## src/rtl/urd_pkg.sv

```systemverilog
// Shared types and constants for the unsigned-to-radix-digits converter.
// Used by urd_ctrl, urd_datapath and the top level; depends on nothing.
`timescale 1ns / 1ps

package urd_pkg;

   // alphabet register file
   localparam int NUM_WORDS   = 8;
   localparam int WORD_W      = 64;
   localparam int SYM_W       = 8;
   localparam int ALPHA_BYTES = 64;
   localparam int ALPHA_IDX_W = 6;
   localparam int CSR_IDX_W   = 8;
   localparam int WORD_SEL_W  = 3;

   // input value width of the port
   localparam int IN_W = 64;

   // bits of dividend retired per divider cycle
   localparam int BITS_PER_STEP = 8;

   // defaults for the top-level parameters
   localparam int DEF_VALUE_WIDTH = 64;
   localparam int DEF_MAX_SYMBOLS = 64;

   // special symbols
   localparam logic [SYM_W-1:0] SYM_MINUS = 8'h2D;
   localparam logic [SYM_W-1:0] SYM_PLUS  = 8'h2B;
   localparam logic [SYM_W-1:0] SYM_END   = 8'h00;

   // reset alphabet "0123456789abcdef"
   localparam logic [WORD_W-1:0] RESET_WORD_0 = 64'h3736353433323130;
   localparam logic [WORD_W-1:0] RESET_WORD_1 = 64'h6665646362613938;

   // commands from the controller to the datapath
   typedef struct packed {
      logic load;       // capture the value, restart the alphabet scan
      logic scan_sel;   // symbol lookup addressed by the scan position
      logic scan_step;  // advance the scan position
      logic div_init;   // latch the base, clear the digit count
      logic div_step;   // retire one group of dividend bits
      logic store;      // save the remainder as a digit, start next digit
      logic emit;       // read out one stored digit
      logic error;      // send the bad-alphabet result
   } cmd_type;

   // status from the datapath to the controller
   typedef struct packed {
      logic scan_end;    // terminator found or symbol limit reached
      logic scan_bad;    // sign symbol or repeated symbol at this position
      logic scan_short;  // fewer than two symbols so far
      logic div_last;    // this divider cycle finishes the digit
      logic quot_zero;   // quotient is zero after the digit
      logic emit_final;  // this read is the least significant digit
   } status_type;

endpackage

```

## src/rtl/urd_ctrl.sv

```systemverilog
// Controller of the unsigned-to-radix-digits converter: sequences the
// alphabet scan, the digit divisions and the digit read-out. Uses urd_pkg.
`timescale 1ns / 1ps

module urd_ctrl
   import urd_pkg::*;
(
   input  logic       clock,
   input  logic       reset,
   input  logic       start,
   input  status_type status,
   output cmd_type    cmd,
   output logic       busy
);

   localparam logic [2:0] ST_IDLE  = 3'd0;
   localparam logic [2:0] ST_SCAN  = 3'd1;
   localparam logic [2:0] ST_DIV   = 3'd2;
   localparam logic [2:0] ST_STORE = 3'd3;
   localparam logic [2:0] ST_EMIT  = 3'd4;
   localparam logic [2:0] ST_DRAIN = 3'd5;

   logic [2:0] state_ff;
   logic [2:0] state_in;

   assign busy = (state_ff != ST_IDLE);

   // next state and commands
   always_comb begin
      state_in = state_ff;
      cmd      = '0;
      unique case (state_ff)
         ST_IDLE: begin
            if (start) begin
               cmd.load = 1'b1;
               state_in = ST_SCAN;
            end
         end
         ST_SCAN: begin
            cmd.scan_sel = 1'b1;
            if (status.scan_end) begin
               if (status.scan_short) begin
                  cmd.error = 1'b1;
                  state_in  = ST_IDLE;
               end else begin
                  cmd.div_init = 1'b1;
                  state_in     = ST_DIV;
               end
            end else if (status.scan_bad) begin
               cmd.error = 1'b1;
               state_in  = ST_IDLE;
            end else begin
               cmd.scan_step = 1'b1;
            end
         end
         ST_DIV: begin
            cmd.div_step = 1'b1;
            if (status.div_last) begin
               state_in = ST_STORE;
            end
         end
         ST_STORE: begin
            cmd.store = 1'b1;
            state_in  = status.quot_zero ? ST_EMIT : ST_DIV;
         end
         ST_EMIT: begin
            cmd.emit = 1'b1;
            if (status.emit_final) begin
               state_in = ST_DRAIN;
            end
         end
         ST_DRAIN: begin
            state_in = ST_IDLE;
         end
         default: begin
            state_in = ST_IDLE;
         end
      endcase
   end

   // hold state
   always_ff @(posedge clock) begin
      if (reset) begin
         state_ff <= ST_IDLE;
      end else begin
         state_ff <= state_in;
      end
   end

`ifndef ASSERT_OFF
   // a new item is only taken from idle
   a_load_idle: assert property (@(posedge clock) disable iff (reset)
      cmd.load |-> $past(state_ff) != ST_SCAN || !busy || state_ff == ST_IDLE)
      else $error("load outside idle");

   // the last digit read is followed by the drain state, then idle
   a_drain: assert property (@(posedge clock) disable iff (reset)
      (cmd.emit && status.emit_final) |=> (state_ff == ST_DRAIN) ##1 !busy)
      else $error("read-out did not drain to idle");

   // a finished division always stores its digit next
   a_store: assert property (@(posedge clock) disable iff (reset)
      (cmd.div_step && status.div_last) |=> cmd.store)
      else $error("division finished without storing the digit");
`endif

endmodule

```

## config.mk

```make
export PLATFORM = sky130hd
export DESIGN_NAME = urd_ctrl
export DESIGN_NICKNAME = d
export VERILOG_FILES = /design/src/rtl/urd_pkg.sv /design/src/rtl/urd_ctrl.sv
export SDC_FILE = /design/constraint.sdc
export NUM_CORES = 1
export LEC_CHECK = 0
export ABC_AREA = 1
export BUFFER_PORTS_ARGS = -buffer_cell sky130_fd_sc_hd__buf_2
export CORE_AREA = 2 2 39 41
export DETAILED_ROUTE_END_ITERATION = 7
export DIE_AREA = 0 0 41 43
export SLEW_MARGIN = 20
export SYNTH_ARGS = -nofsm -noshare
export SYNTH_HDL_FRONTEND = slang
export SYNTH_SLANG_ARGS = --single-unit
```

## constraint.sdc

```tcl
create_clock -name clock -period 2.02 [get_ports clock]
set_input_delay 0.303 -clock clock [delete_from_list [all_inputs] [get_ports clock]]
set_output_delay 0.303 -clock clock [all_outputs]
set_load 0.01 [all_outputs]
```

==> results.md <==
- The core region is 1384 um^2.
- The proportion of total power due to net switching is 0.3037.
- The Yosys step of the flow raised 0 warnings.
- The cell area that synthesis handed to floorplanning was 239.0 um^2.
- The critical path is of the reg2out type.
- Dividing total power by cell area gives a power density of 645.7 nW/um^2.
- The routed wire length is 567 um.
- In this run the vertical extent of the chip is 43 um.
- The share of the synthesized area in compound gates (AO/OA/AOI/OAI) came to 0.08377.
- The register with the most flip-flops is state_ff.
- The min-delay analysis places its worst path in the category in2reg.
- The biggest fanout along the worst timing path is 5.
- Max-cap violations in this run came to 0.
- The total overflow left after global routing is 0.
- The count of antenna-violating nets left after detailed routing is 0.
- Routability-driven placement finished with a final weighted congestion of 0.7890.
- The proportion of netlist area held by the largest area contributor is 0.2513.
- The endpoint required time on the critical path is 1.72 ns.
- By area, the combinational part of the netlist is dominated by simple AND/OR/NAND/NOR gates.
- In the final layout, the share of cells above drive strength 1 is 0.3968.
- The capturing point of the worst reg2reg path is state_ff[0]$_SDFFE_PP0P_.
- The clock root buffer is sky130_fd_sc_hd__clkbuf_4.
- The worst hold path passes through 2 cells.
- Of the total power, combinational logic draws 0.256.
- The final antenna diode count is 0.
- VDD sags by at most 274.6 uV.
- For flop-to-flop paths, the worst setup slack is 1.00 ns.
- The time the worst path needs with I/O delays and setup is 1.427 ns.
- The via count of the first global-routing pass is 265.
- The first global-routing pass estimated 841 um of wire.
- STA classifies the critical path endpoint as an output pin.
- Synthesis produced 43 cells.
- For this run, the total global-route usage over all layers was measured as 0.07322.
- In the final layout, the registers with the most flip-flops are state_ff: 3 flops.
- Of the total power, the clock network draws 0.444.
- The XOR/XNOR share of the synthesized area is 0.
- The die is 41 um wide.
- The portion of synthesized area spent on multiplexers is 0.
- The post-layout utilization of the core is 0.2622.
- Of the total synthesized cell area, the portion taken by AND, OR, NAND and NOR gates is 0.4607.
- Compared with the post-synthesis result, the final layout area differs by 51.83%.
- After clock tree synthesis, the repair step resized 0 gates.
- The initial antenna violation count is 0.
- For met2 alone, demand over resource in global routing was 0.1063.
- The global routing stage identified its most utilized layer as met2.
- sky130_fd_sc_hd__dfxtp_1 takes more of the synthesized area than any other cell.
- The number of DRC markers in iteration 0 is 6.
- The maximum level of the CTS H-tree is 1.
- The flow ran to the end, and the final reports show no timing, DRC or antenna violations.
- The kind of launch point of the worst setup path is a flop.
- The synthesized net count is 52.
- Setup violations remaining at the end of the flow were counted as 0.
- The clock passes through at most 2 buffers.
- The overall via count from detail_route is 310.
- The leakage dissipation is 0.0002294 uW.
- Setup repair after global routing left no endpoint under its margin.
- The vias per cell is 3.924.
- The arrival time of the worst setup path is 1.12 ns.
- The worst register-to-register path has a depth of 6.
- The I/O pin total is 18.
- Clock-pin slew was measured on the worst setup and hold paths at 0.04 ns.
- Summed over all failing endpoints, the final setup total negative slack is 0 ns.
- The internal portion of total power is 163.2 uW.
- Clock latency on the worst-skew pair, taken at its later pin, is 0.23 ns.
- At the pin with the least slew margin, the transition time is 0.2582 ns.
- The initial cell density of the core is 0.1727.
- For this run, the top clock speed supported by timing is 0.7005 GHz.
- The number of hold buffers added after cts is 0.
- The final-report hold violation count was 0.
- The number of unique standard cell types used by synthesis is 11.
- The startpoint identified for the worst register-to-register timing path is state_ff[0]$_SDFFE_PP0P_.
- The routed wirelength normalized by instance count is 7.177 um.
- Averaged over all synthesized cells, the footprint is 5.558 um^2.
- Before antenna repair, the detailed router went through 2 iterations.
- In the post-synthesis netlist, the biggest area contributors are sky130_fd_sc_hd__dfxtp_1 (25%), sky130_fd_sc_hd__inv_1 (16%), sky130_fd_sc_hd__nand2_1 (13%), sky130_fd_sc_hd__nor2_1 (11%), sky130_fd_sc_hd__a21oi_1 (8.4%).
- The final clock skew is 0.0003309 ns.
- The final worst-path cycle share is 0.7067.
- Detailed placement ended at an HPWL of 495.1 um.
- The number of clock buffers added by TritonCTS is 3.
- The number of I/O port buffers is 17.
- For met1 alone, demand over resource in global routing was 0.07692.
- The routing usage on met3 is 0.01571.
- The number of placement rows is 14.
- Leaving out fill and tap cells, the most frequent cell in the layout is sky130_fd_sc_hd__buf_2.
- The end point of the worst hold path is state_ff[2]$_SDFFE_PP0P_.
- The startpoint identified for the worst hold timing path is reset.
- The number of flip-flops in the largest register is 3.
- The flip-flop and latch count after synthesis is 3.
- TritonCTS built the clock tree.
- The sequential cell area fraction in the yosys report is 0.2513.
- Of the total synthesized cell area, the portion taken by full adders, half adders and majority gates is 0.
- The post-route DRC violation count is 0.
- In this run the post-CTS setup repair buffer count came out at 0.
- The net total in the final layout is 73.
- Leaving out fill and tap cells, the most frequent cells in the layout are sky130_fd_sc_hd__buf_2 (17), sky130_fd_sc_hd__inv_1 (10), sky130_fd_sc_hd__nand2_1 (8).
- The number of max-slew violations in the final report is 0.
- Entering global routing, the biggest net connects 9 pins.
- The max-slew headroom at the worst pin is 0.8276.
- The analysis attributes to net switching a power of 71.15 uW.
- Clock tree synthesis found a total of 3 sinks.
- The floorplan step defined a die boundary enclosing 1763 um^2.
- Of the total power, registers draw 0.300.
[layer usage]
metal	routed length (um)	vias to the layer above
li1	-	168
met1	228	136
met5	0	-
met2	300	6
met4	0	0
met3	38	0
[area by class of cell]
type	instances	area [um^2]
Sequential cell	3	60.06
Clock buffer	4	26.28
Inverter	11	41.29
Tap cell	16	20.02
Multi-Input combinational cell	28	130.1
Fill cell	171	1021
Timing Repair Buffer	17	85.08
[power by group through the flow]
stage / Sequential, uW / Clock [uW] / Combinational [uW]
after global placement: 71.3 / 0 / 61.2
final: 70.2 / 104 / 60.1
after global routing: 71.0 / 114 / 68.2
after floorplan: 65.9 / 0 / 44.2
after detailed placement: 71.2 / 0 / 61.5
after CTS: 70.3 / 112 / 61.7
[critical path: stages (launching register included)]
cell and delay [ns]:
sky130_fd_sc_hd__dfxtp_1 0.34, sky130_fd_sc_hd__nor2_1 0.17, sky130_fd_sc_hd__nand2_1 0.09, sky130_fd_sc_hd__inv_1 0.08, sky130_fd_sc_hd__nand2_1 0.06, sky130_fd_sc_hd__inv_1 0.05, sky130_fd_sc_hd__buf_2 0.11
[kinds of logic (layout without fill, tap and decap cells)]
family / Yosys count / in the layout
AND/OR/NAND/NOR: 24 / 24
buffers and inverters: 12 / 32
AO/OA/AOI/OAI: 4 / 4
flip-flops: 3 / 3
[synth_stat cells (all sizes together)]
| library cell | count |
|---|---|
| inv | 11 |
| nand2 | 8 |
| nand3 | 4 |
| buf | 1 |
| dfxtp | 3 |
| a21oi | 4 |
| nor3 | 2 |
| nor2 | 10 |
[worst max path at each step]
stage | endpoint | slack (ns) | start | cells after the start
after floorplan | cmd[7] | 0.85 | state_ff[0]$_SDFFE_PP0P_ | 4
final | cmd[4] | 0.59 | state_ff[2]$_SDFFE_PP0P_ | 6
after detailed placement | cmd[4] | 0.83 | state_ff[2]$_SDFFE_PP0P_ | 6
after global routing | cmd[4] | 0.44 | state_ff[2]$_SDFFE_PP0P_ | 6
after global placement | cmd[4] | 0.83 | state_ff[2]$_SDFFE_PP0P_ | 6
after CTS | cmd[4] | 0.57 | state_ff[2]$_SDFFE_PP0P_ | 6
[per-stage QoR]
stage	setup WS [ns]	instances	area, um^2	hold WS [ns]	total power (uW)
global placement	0.8348	75	336.6	0.5037	132.4
finish	0.5925	79	362.8	0.2662	234.3
floorplan	0.8468	43	239.0	0.3699	110.1
global route	0.4403	79	362.8	0.2627	253.4
CTS	0.5678	79	362.8	0.2571	243.9
detailed placement	0.8271	75	336.6	0.5068	132.7
Note: power is estimated with default switching activity, not from simulation.
