--- src/rtl/urd_pkg.sv ---
// Shared types and constants for the unsigned-to-radix-digits converter.
// Used by urd_ctrl, urd_datapath and the top level; depends on nothing.
`timescale 1ns / 1ps

package urd_pkg;

   // alphabet register file
   localparam int NUM_WORDS   = 8;
   localparam int WORD_W      = 64;
   localparam int SYM_W       = 8;
   localparam int ALPHA_BYTES = 64;
   localparam int ALPHA_IDX_W = 6;
   localparam int CSR_IDX_W   = 8;
   localparam int WORD_SEL_W  = 3;

   // input value width of the port
   localparam int IN_W = 64;

   // bits of dividend retired per divider cycle
   localparam int BITS_PER_STEP = 8;

   // defaults for the top-level parameters
   localparam int DEF_VALUE_WIDTH = 64;
   localparam int DEF_MAX_SYMBOLS = 64;

   // special symbols
   localparam logic [SYM_W-1:0] SYM_MINUS = 8'h2D;
   localparam logic [SYM_W-1:0] SYM_PLUS  = 8'h2B;
   localparam logic [SYM_W-1:0] SYM_END   = 8'h00;

   // reset alphabet "0123456789abcdef"
   localparam logic [WORD_W-1:0] RESET_WORD_0 = 64'h3736353433323130;
   localparam logic [WORD_W-1:0] RESET_WORD_1 = 64'h6665646362613938;

   // commands from the controller to the datapath
   typedef struct packed {
      logic load;       // capture the value, restart the alphabet scan
      logic scan_sel;   // symbol lookup addressed by the scan position
      logic scan_step;  // advance the scan position
      logic div_init;   // latch the base, clear the digit count
      logic div_step;   // retire one group of dividend bits
      logic store;      // save the remainder as a digit, start next digit
      logic emit;       // read out one stored digit
      logic error;      // send the bad-alphabet result
   } cmd_type;

   // status from the datapath to the controller
   typedef struct packed {
      logic scan_end;    // terminator found or symbol limit reached
      logic scan_bad;    // sign symbol or repeated symbol at this position
      logic scan_short;  // fewer than two symbols so far
      logic div_last;    // this divider cycle finishes the digit
      logic quot_zero;   // quotient is zero after the digit
      logic emit_final;  // this read is the least significant digit
   } status_type;

endpackage

--- src/rtl/urd_datapath.sv ---
// Datapath of the unsigned-to-radix-digits converter: alphabet registers,
// alphabet checker, iterative divider, digit memory and result register.
// Uses urd_pkg; driven by urd_ctrl.
`timescale 1ns / 1ps

module urd_datapath
   import urd_pkg::*;
#(
   parameter int VALUE_WIDTH = DEF_VALUE_WIDTH,
   parameter int MAX_SYMBOLS = DEF_MAX_SYMBOLS
) (
   input  logic                 clock,
   input  logic                 reset,
   input  cmd_type              cmd,
   output status_type           status,
   input  logic [IN_W-1:0]      req_value,
   input  logic                 csr_write_enable,
   input  logic [CSR_IDX_W-1:0] csr_index,
   input  logic [WORD_W-1:0]    csr_data,
   output logic                 rsp_valid,
   output logic [SYM_W-1:0]     rsp_symbol,
   output logic                 rsp_last_digit,
   output logic                 rsp_bad_alphabet
);

   localparam int REM_W      = (MAX_SYMBOLS > 1) ? $clog2(MAX_SYMBOLS) : 1;
   localparam int BASE_W     = $clog2(MAX_SYMBOLS + 1);
   localparam int DIV_CYCLES = (VALUE_WIDTH + BITS_PER_STEP - 1) / BITS_PER_STEP;
   localparam int PAD_W      = DIV_CYCLES * BITS_PER_STEP;
   localparam int STEP_W     = (DIV_CYCLES > 1) ? $clog2(DIV_CYCLES) : 1;
   localparam int DEPTH      = VALUE_WIDTH;
   localparam int IDX_W      = $clog2(DEPTH);
   localparam int CNT_W      = $clog2(DEPTH + 1);
   localparam int POS_CMP_W  = ALPHA_IDX_W + 1;

   // alphabet register file
   logic [WORD_W-1:0] word_ff [NUM_WORDS];

   always_ff @(posedge clock) begin
      if (reset) begin
         word_ff[0] <= RESET_WORD_0;
         word_ff[1] <= RESET_WORD_1;
         for (int w = 2; w < NUM_WORDS; w++) begin
            word_ff[w] <= '0;
         end
      end else if (csr_write_enable && (csr_index < CSR_IDX_W'(NUM_WORDS))) begin
         word_ff[csr_index[WORD_SEL_W-1:0]] <= csr_data;
      end
   end

   // unpack the alphabet into bytes
   logic [SYM_W-1:0] sym [ALPHA_BYTES];

   always_comb begin
      for (int b = 0; b < ALPHA_BYTES; b++) begin
         sym[b] = word_ff[b / 8][(b % 8) * SYM_W +: SYM_W];
      end
   end

   // working registers
   logic [BASE_W-1:0] pos_ff, pos_in;
   logic [BASE_W-1:0] base_ff, base_in;
   logic [PAD_W-1:0]  num_ff, num_in;
   logic [REM_W-1:0]  rem_ff, rem_in;
   logic [STEP_W-1:0] step_ff, step_in;
   logic [CNT_W-1:0]  count_ff, count_in;
   logic [REM_W-1:0]  digit_ff;
   logic              pend_valid_ff, pend_last_ff;
   logic              rsp_valid_ff, rsp_last_ff, rsp_bad_ff;
   logic [SYM_W-1:0]  rsp_symbol_ff;

   // shared symbol lookup: scan position, or the digit being read out
   logic [ALPHA_IDX_W-1:0] sym_addr;
   logic [SYM_W-1:0]       cur_sym;
   logic                   dup_hit;

   assign sym_addr = cmd.scan_sel ? ALPHA_IDX_W'(pos_ff) : ALPHA_IDX_W'(digit_ff);
   assign cur_sym  = sym[sym_addr];

   // compare the current symbol against all earlier ones
   always_comb begin
      dup_hit = 1'b0;
      for (int j = 0; j < ALPHA_BYTES; j++) begin
         if ((POS_CMP_W'(j) < POS_CMP_W'(pos_ff)) && (sym[j] == cur_sym)) begin
            dup_hit = 1'b1;
         end
      end
   end

   assign status.scan_end   = (pos_ff == BASE_W'(MAX_SYMBOLS)) || (cur_sym == SYM_END);
   assign status.scan_bad   = (cur_sym == SYM_MINUS) || (cur_sym == SYM_PLUS) || dup_hit;
   assign status.scan_short = (pos_ff < BASE_W'(2));
   assign status.div_last   = (step_ff == STEP_W'(DIV_CYCLES - 1));
   assign status.quot_zero  = (num_ff == '0);
   assign status.emit_final = (count_ff == CNT_W'(1));

   // one divider cycle: restoring division, one bit per inner step
   logic [PAD_W-1:0]  div_num;
   logic [REM_W-1:0]  div_rem;
   logic [REM_W:0]    trial;

   always_comb begin
      div_num = num_ff;
      div_rem = rem_ff;
      trial   = '0;
      for (int k = 0; k < BITS_PER_STEP; k++) begin
         trial   = {div_rem, div_num[PAD_W-1]};
         div_num = {div_num[PAD_W-2:0], 1'b0};
         if (trial >= (REM_W+1)'(base_ff)) begin
            trial      = trial - (REM_W+1)'(base_ff);
            div_num[0] = 1'b1;
         end
         div_rem = trial[REM_W-1:0];
      end
   end

   // next values of the working registers
   always_comb begin
      pos_in   = pos_ff;
      base_in  = base_ff;
      num_in   = num_ff;
      rem_in   = rem_ff;
      step_in  = step_ff;
      count_in = count_ff;
      if (cmd.load) begin
         pos_in = '0;
         num_in = PAD_W'(req_value[VALUE_WIDTH-1:0]);
      end
      if (cmd.scan_step) begin
         pos_in = pos_ff + 1'b1;
      end
      if (cmd.div_init) begin
         base_in  = pos_ff;
         rem_in   = '0;
         step_in  = '0;
         count_in = '0;
      end
      if (cmd.div_step) begin
         num_in  = div_num;
         rem_in  = div_rem;
         step_in = step_ff + 1'b1;
      end
      if (cmd.store) begin
         rem_in   = '0;
         step_in  = '0;
         count_in = count_ff + 1'b1;
      end
      if (cmd.emit) begin
         count_in = count_ff - 1'b1;
      end
   end

   always_ff @(posedge clock) begin
      pos_ff   <= pos_in;
      base_ff  <= base_in;
      num_ff   <= num_in;
      rem_ff   <= rem_in;
      step_ff  <= step_in;
      count_ff <= count_in;
   end

   // digit memory, least significant digit at address 0
   logic [REM_W-1:0] digit_mem [DEPTH];

   always_ff @(posedge clock) begin
      if (cmd.store) begin
         digit_mem[count_ff[IDX_W-1:0]] <= rem_ff;
      end
      if (cmd.emit) begin
         digit_ff <= digit_mem[IDX_W'(count_ff - 1'b1)];
      end
   end

   // read-out pipeline marks
   always_ff @(posedge clock) begin
      if (reset) begin
         pend_valid_ff <= 1'b0;
         pend_last_ff  <= 1'b0;
      end else begin
         pend_valid_ff <= cmd.emit;
         pend_last_ff  <= cmd.emit && status.emit_final;
      end
   end

   // result register
   always_ff @(posedge clock) begin
      if (reset) begin
         rsp_valid_ff <= 1'b0;
      end else begin
         rsp_valid_ff <= pend_valid_ff || cmd.error;
      end
      if (cmd.error) begin
         rsp_symbol_ff <= SYM_END;
         rsp_last_ff   <= 1'b1;
         rsp_bad_ff    <= 1'b1;
      end else begin
         rsp_symbol_ff <= cur_sym;
         rsp_last_ff   <= pend_last_ff;
         rsp_bad_ff    <= 1'b0;
      end
   end

   assign rsp_valid        = rsp_valid_ff;
   assign rsp_symbol       = rsp_symbol_ff;
   assign rsp_last_digit   = rsp_last_ff;
   assign rsp_bad_alphabet = rsp_bad_ff;

`ifndef ASSERT_OFF
   // an error result is always the final one
   a_bad_last: assert property (@(posedge clock) disable iff (reset)
      (rsp_valid_ff && rsp_bad_ff) |-> rsp_last_ff)
      else $error("bad-alphabet result not flagged last");

   // the partial remainder stays below the base
   a_rem_range: assert property (@(posedge clock) disable iff (reset)
      cmd.div_step |-> (BASE_W+REM_W)'(rem_ff) < (BASE_W+REM_W)'(base_ff))
      else $error("remainder out of range");

   // the digit memory never overflows
   a_depth: assert property (@(posedge clock) disable iff (reset)
      cmd.store |-> count_ff < CNT_W'(DEPTH))
      else $error("digit memory overflow");

   // nothing is read out after the final digit
   a_final: assert property (@(posedge clock) disable iff (reset)
      (pend_valid_ff && pend_last_ff) |=> !pend_valid_ff)
      else $error("digit read after the final one");
`endif

endmodule
--- config.mk ---
export PLATFORM = sky130hd
export DESIGN_NAME = urd_datapath
export DESIGN_NICKNAME = d
export VERILOG_FILES = /design/src/rtl/urd_pkg.sv /design/src/rtl/urd_datapath.sv
export SDC_FILE = /design/constraint.sdc
export NUM_CORES = 2
export LEC_CHECK = 0
export BUFFER_PORTS_ARGS = -buffer_cell sky130_fd_sc_hd__buf_4
export CAP_MARGIN = 0
export CORE_ASPECT_RATIO = 0.5
export CORE_MARGIN = 10
export CORE_UTILIZATION = 40
export DETAILED_ROUTE_END_ITERATION = 16
export GPL_ROUTABILITY_DRIVEN = 0
export PLACE_DENSITY_LB_ADDON = 0.08
export SLEW_MARGIN = 20
export SYNTH_ARGS = -nofsm -noshare
export SYNTH_HDL_FRONTEND = slang
export SYNTH_SLANG_ARGS = --single-unit
--- constraint.sdc ---
create_clock -name clock -period 23.7 [get_ports clock]
set_input_delay 2.37 -clock clock [delete_from_list [all_inputs] [get_ports clock]]
set_output_delay 2.37 -clock clock [all_outputs]
set_load 0.01 [all_outputs]
==> run summary <==
Final TNS setup = 0 ns
Min Tclk post-route = 18.97 ns
RSZ-0062 raised after global routing = false
Post-DRT Antenna Nets = 0
CTS tree = yes
Final setup vio count = 0
Ys Warns = 0
Vias per cell = 6.122
Area contributors post-synth = edfxtp_1 (54%), xor2_1 (6.8%), and2_1 (5.5%)
Detailed router's first-iteration violation count = 5289
Setup crit end kind = flip-flop
Gr usage total = 27.07%
Async set-or-reset flop fraction in the synthesized netlist = 0%
Max clock buf depth = 3
DP Wirelength = 146600 µm
Design area = 60510 µm²
Core ar. = 134900 µm²
First-pass GRT wire length = 297700 µm
Hold-fix buffers, CTS = 0
Die Width = 542.6 µm
Top cell type by total area after synthesis = edfxtp_1
Fin. max-slew vios = 0
TritonRoute pass-1 iters = 8
CP startpoint = base_ff[1]$_DFFE_PP_
Share of post-route cells with drive strength above 1 = 13.67%
Congestion Overflow GR = 0
Least-Margin Pin Slew = 1.277 ns
Sequential area share after synthesis = 55.06%
Post-Syn Area = 54630 µm²
Fmax achieved = 52.71 MHz
Vias in the first global route = 38.18k
Max Cap Viol = 0
Final hold vios = 0
R2r startpoint = base_ff[1]$_DFFE_PP_
Row count = 95
Dpl cell area = 57360 µm²
Most frequent CP cell = o21ai_0
Tightest Hold Check Type = reg2reg
Crit Path Category = reg2reg
Distinct cells, synth = 85
Die Footprint = 152700 µm²
Final WL = 214600 µm
DR WL/cell = 32.80 µm
Syn Nets = 4853
Fin nets = 4876
Clk Latency, worst-skew pair = 0.73 ns
Starting Density = 40.49%
DRC violations left = 0
TritonCTS Buffers = 96
Setup repair bufs after CTS = 0
EDFF count, synth = 987
Flops & latches, synth = 1009
Outcome = completed
Cts repair resizes = 0
# IOs = 164
Clock sinks = 1009
Worst Clk Skew = 0.02239 ns
Fin crit share = 80.05%
Post-Syn Area per Cell = 11.79 µm²
Die Height = 281.3 µm
Mapped Cells = 4635
Crit path DAT = 19.43 ns
Hold Startpoint = pend_last_ff$_SDFF_PP0_
Top cell type's share of synthesized area = 54.25%
Top_reg_cell synth = edfxtp_1
Vias = 40.05k
Clk root buf = clkbuf_16
Startpoint Class = flip-flop
Clk pin slew, worst setup/hold paths = 0.07 ns
Largest net degree at the start of global routing = 159
Relative slew slack = 14.08%
CP max-delay cell = edfxtp_1
FILL cells = 12.26k
CP max stage delay = 0.73 ns
IO buf count = 163
CP max FO = 11
Synth-to-layout area growth = 10.76%
Initial antenna violation count = 27
H-Tree Depth = 3
WP data required = 24.16 ns
## cell type report
cell class	instances	area (µm²)	share of cell area, %
antenna	8	20.02	0.03309
clock buffer	128	2574	4.254
clock inverter	53	536.8	0.8871
inverter	64	240.2	0.3970
multi-input combinational	3245	22950	37.93
sequential	1009	30090	49.72
tap	1794	2245	3.710
timing repair buffer	242	1854	3.065
## sequential cells by signal, summed over array words and instances (netlist names), 7 cells and up
signal	cells
rsp_symbol	8
pos_ff	7
base_ff	7
num_ff	64
word_ff	512
digit_mem	384
count_ff	7
## cell usage in the layout (no fill, tap or decap), types with 24 or more instances in the layout
cell type / count
nand2b_1: 67
buf_4: 239
nand4_1: 40
o21ai_0: 198
o22ai_1: 226
xnor2_1: 98
nor4_1: 120
nand3_1: 102
inv_1: 62
mux2_2: 82
edfxtp_1: 987
a21oi_1: 123
a22oi_1: 60
nor3_1: 36
ha_1: 62
nor2b_1: 24
clkbuf_1: 28
nor2_1: 589
mux4_2: 126
nand2_1: 104
clkbuf_16: 97
and2_1: 476
xor2_1: 422
## Yosys cell counts, types with 36 or more instances
library cell  number
buf_2             93
edfxtp_1         987
clkbuf_1         150
a22oi_1           60
xor2_1           422
nand4_1           40
nor3_1            38
inv_1             62
ha_1              63
nand3_1          102
mux4_2           126
nand2b_1          69
buf_4             36
and2_1           476
nor4_1           120
xnor2_1          101
o22ai_1          226
a21oi_1          123
o21ai_0          198
mux2_2            82
nor2_1           595
nand2_1          104
## per-layer routing
metal | routed length, µm | GRT usage [%] | share of wire [%]
met1 | 90160 | 36.98 | 42
met2 | 94440 | 41.48 | 44
met3 | 20930 | 6.948 | 9.8
met4 | 8960 | 10.05 | 4.2
met5 | 93 | 0 | 0.043
## critical path: cells and delay by family, from the launching register on
family / cells / cell delay, ns
and+or+nand+nor: 17 / 2.87
adders and majority gates: 8 / 2.30
DFF: 1 / 0.73
muxes: 4 / 1.42
buffers and inverters: 6 / 0.80
AOI/OAI and AO/OA: 45 / 10.50
## per-stage QoR
step	util (%)	setup slack (ns)	hold slack [ns]	cells
after global routing	44.83	2.911	0.4358	6535
final	44.85	4.729	0.4181	6543
after floorplan	-	6.934	0.3895	4635
after CTS	44.82	4.779	0.4155	6534
after global placement	42.51	5.543	0.3941	6353
after detailed placement	42.51	4.876	0.3999	6353
## cells by family after synthesis
group	count (synthesis)	share of synthesized area, %
simple gates	1643	15.48
fa+ha+maj	71	1.736
mux	218	7.082
compound gates	790	9.054
buf+inv	381	3.207
xor+xnor	523	8.385
flops	1009	55.06
## worst paths after layout
check                                    to  cells past startpoint  slack (ns)
setup / recovery        num_ff[0]$_DFFE_PP_                     80        4.73
hold / removal    rsp_last_digit$_SDFF_PP1_                      1        0.42
setup reg to reg        num_ff[0]$_DFFE_PP_                     80        4.73
hold reg to reg   rsp_last_digit$_SDFF_PP1_                      1        0.42
Power is not shown: default switching activity piles up to over one toggle a cycle in this logic, so the estimate is an artifact.
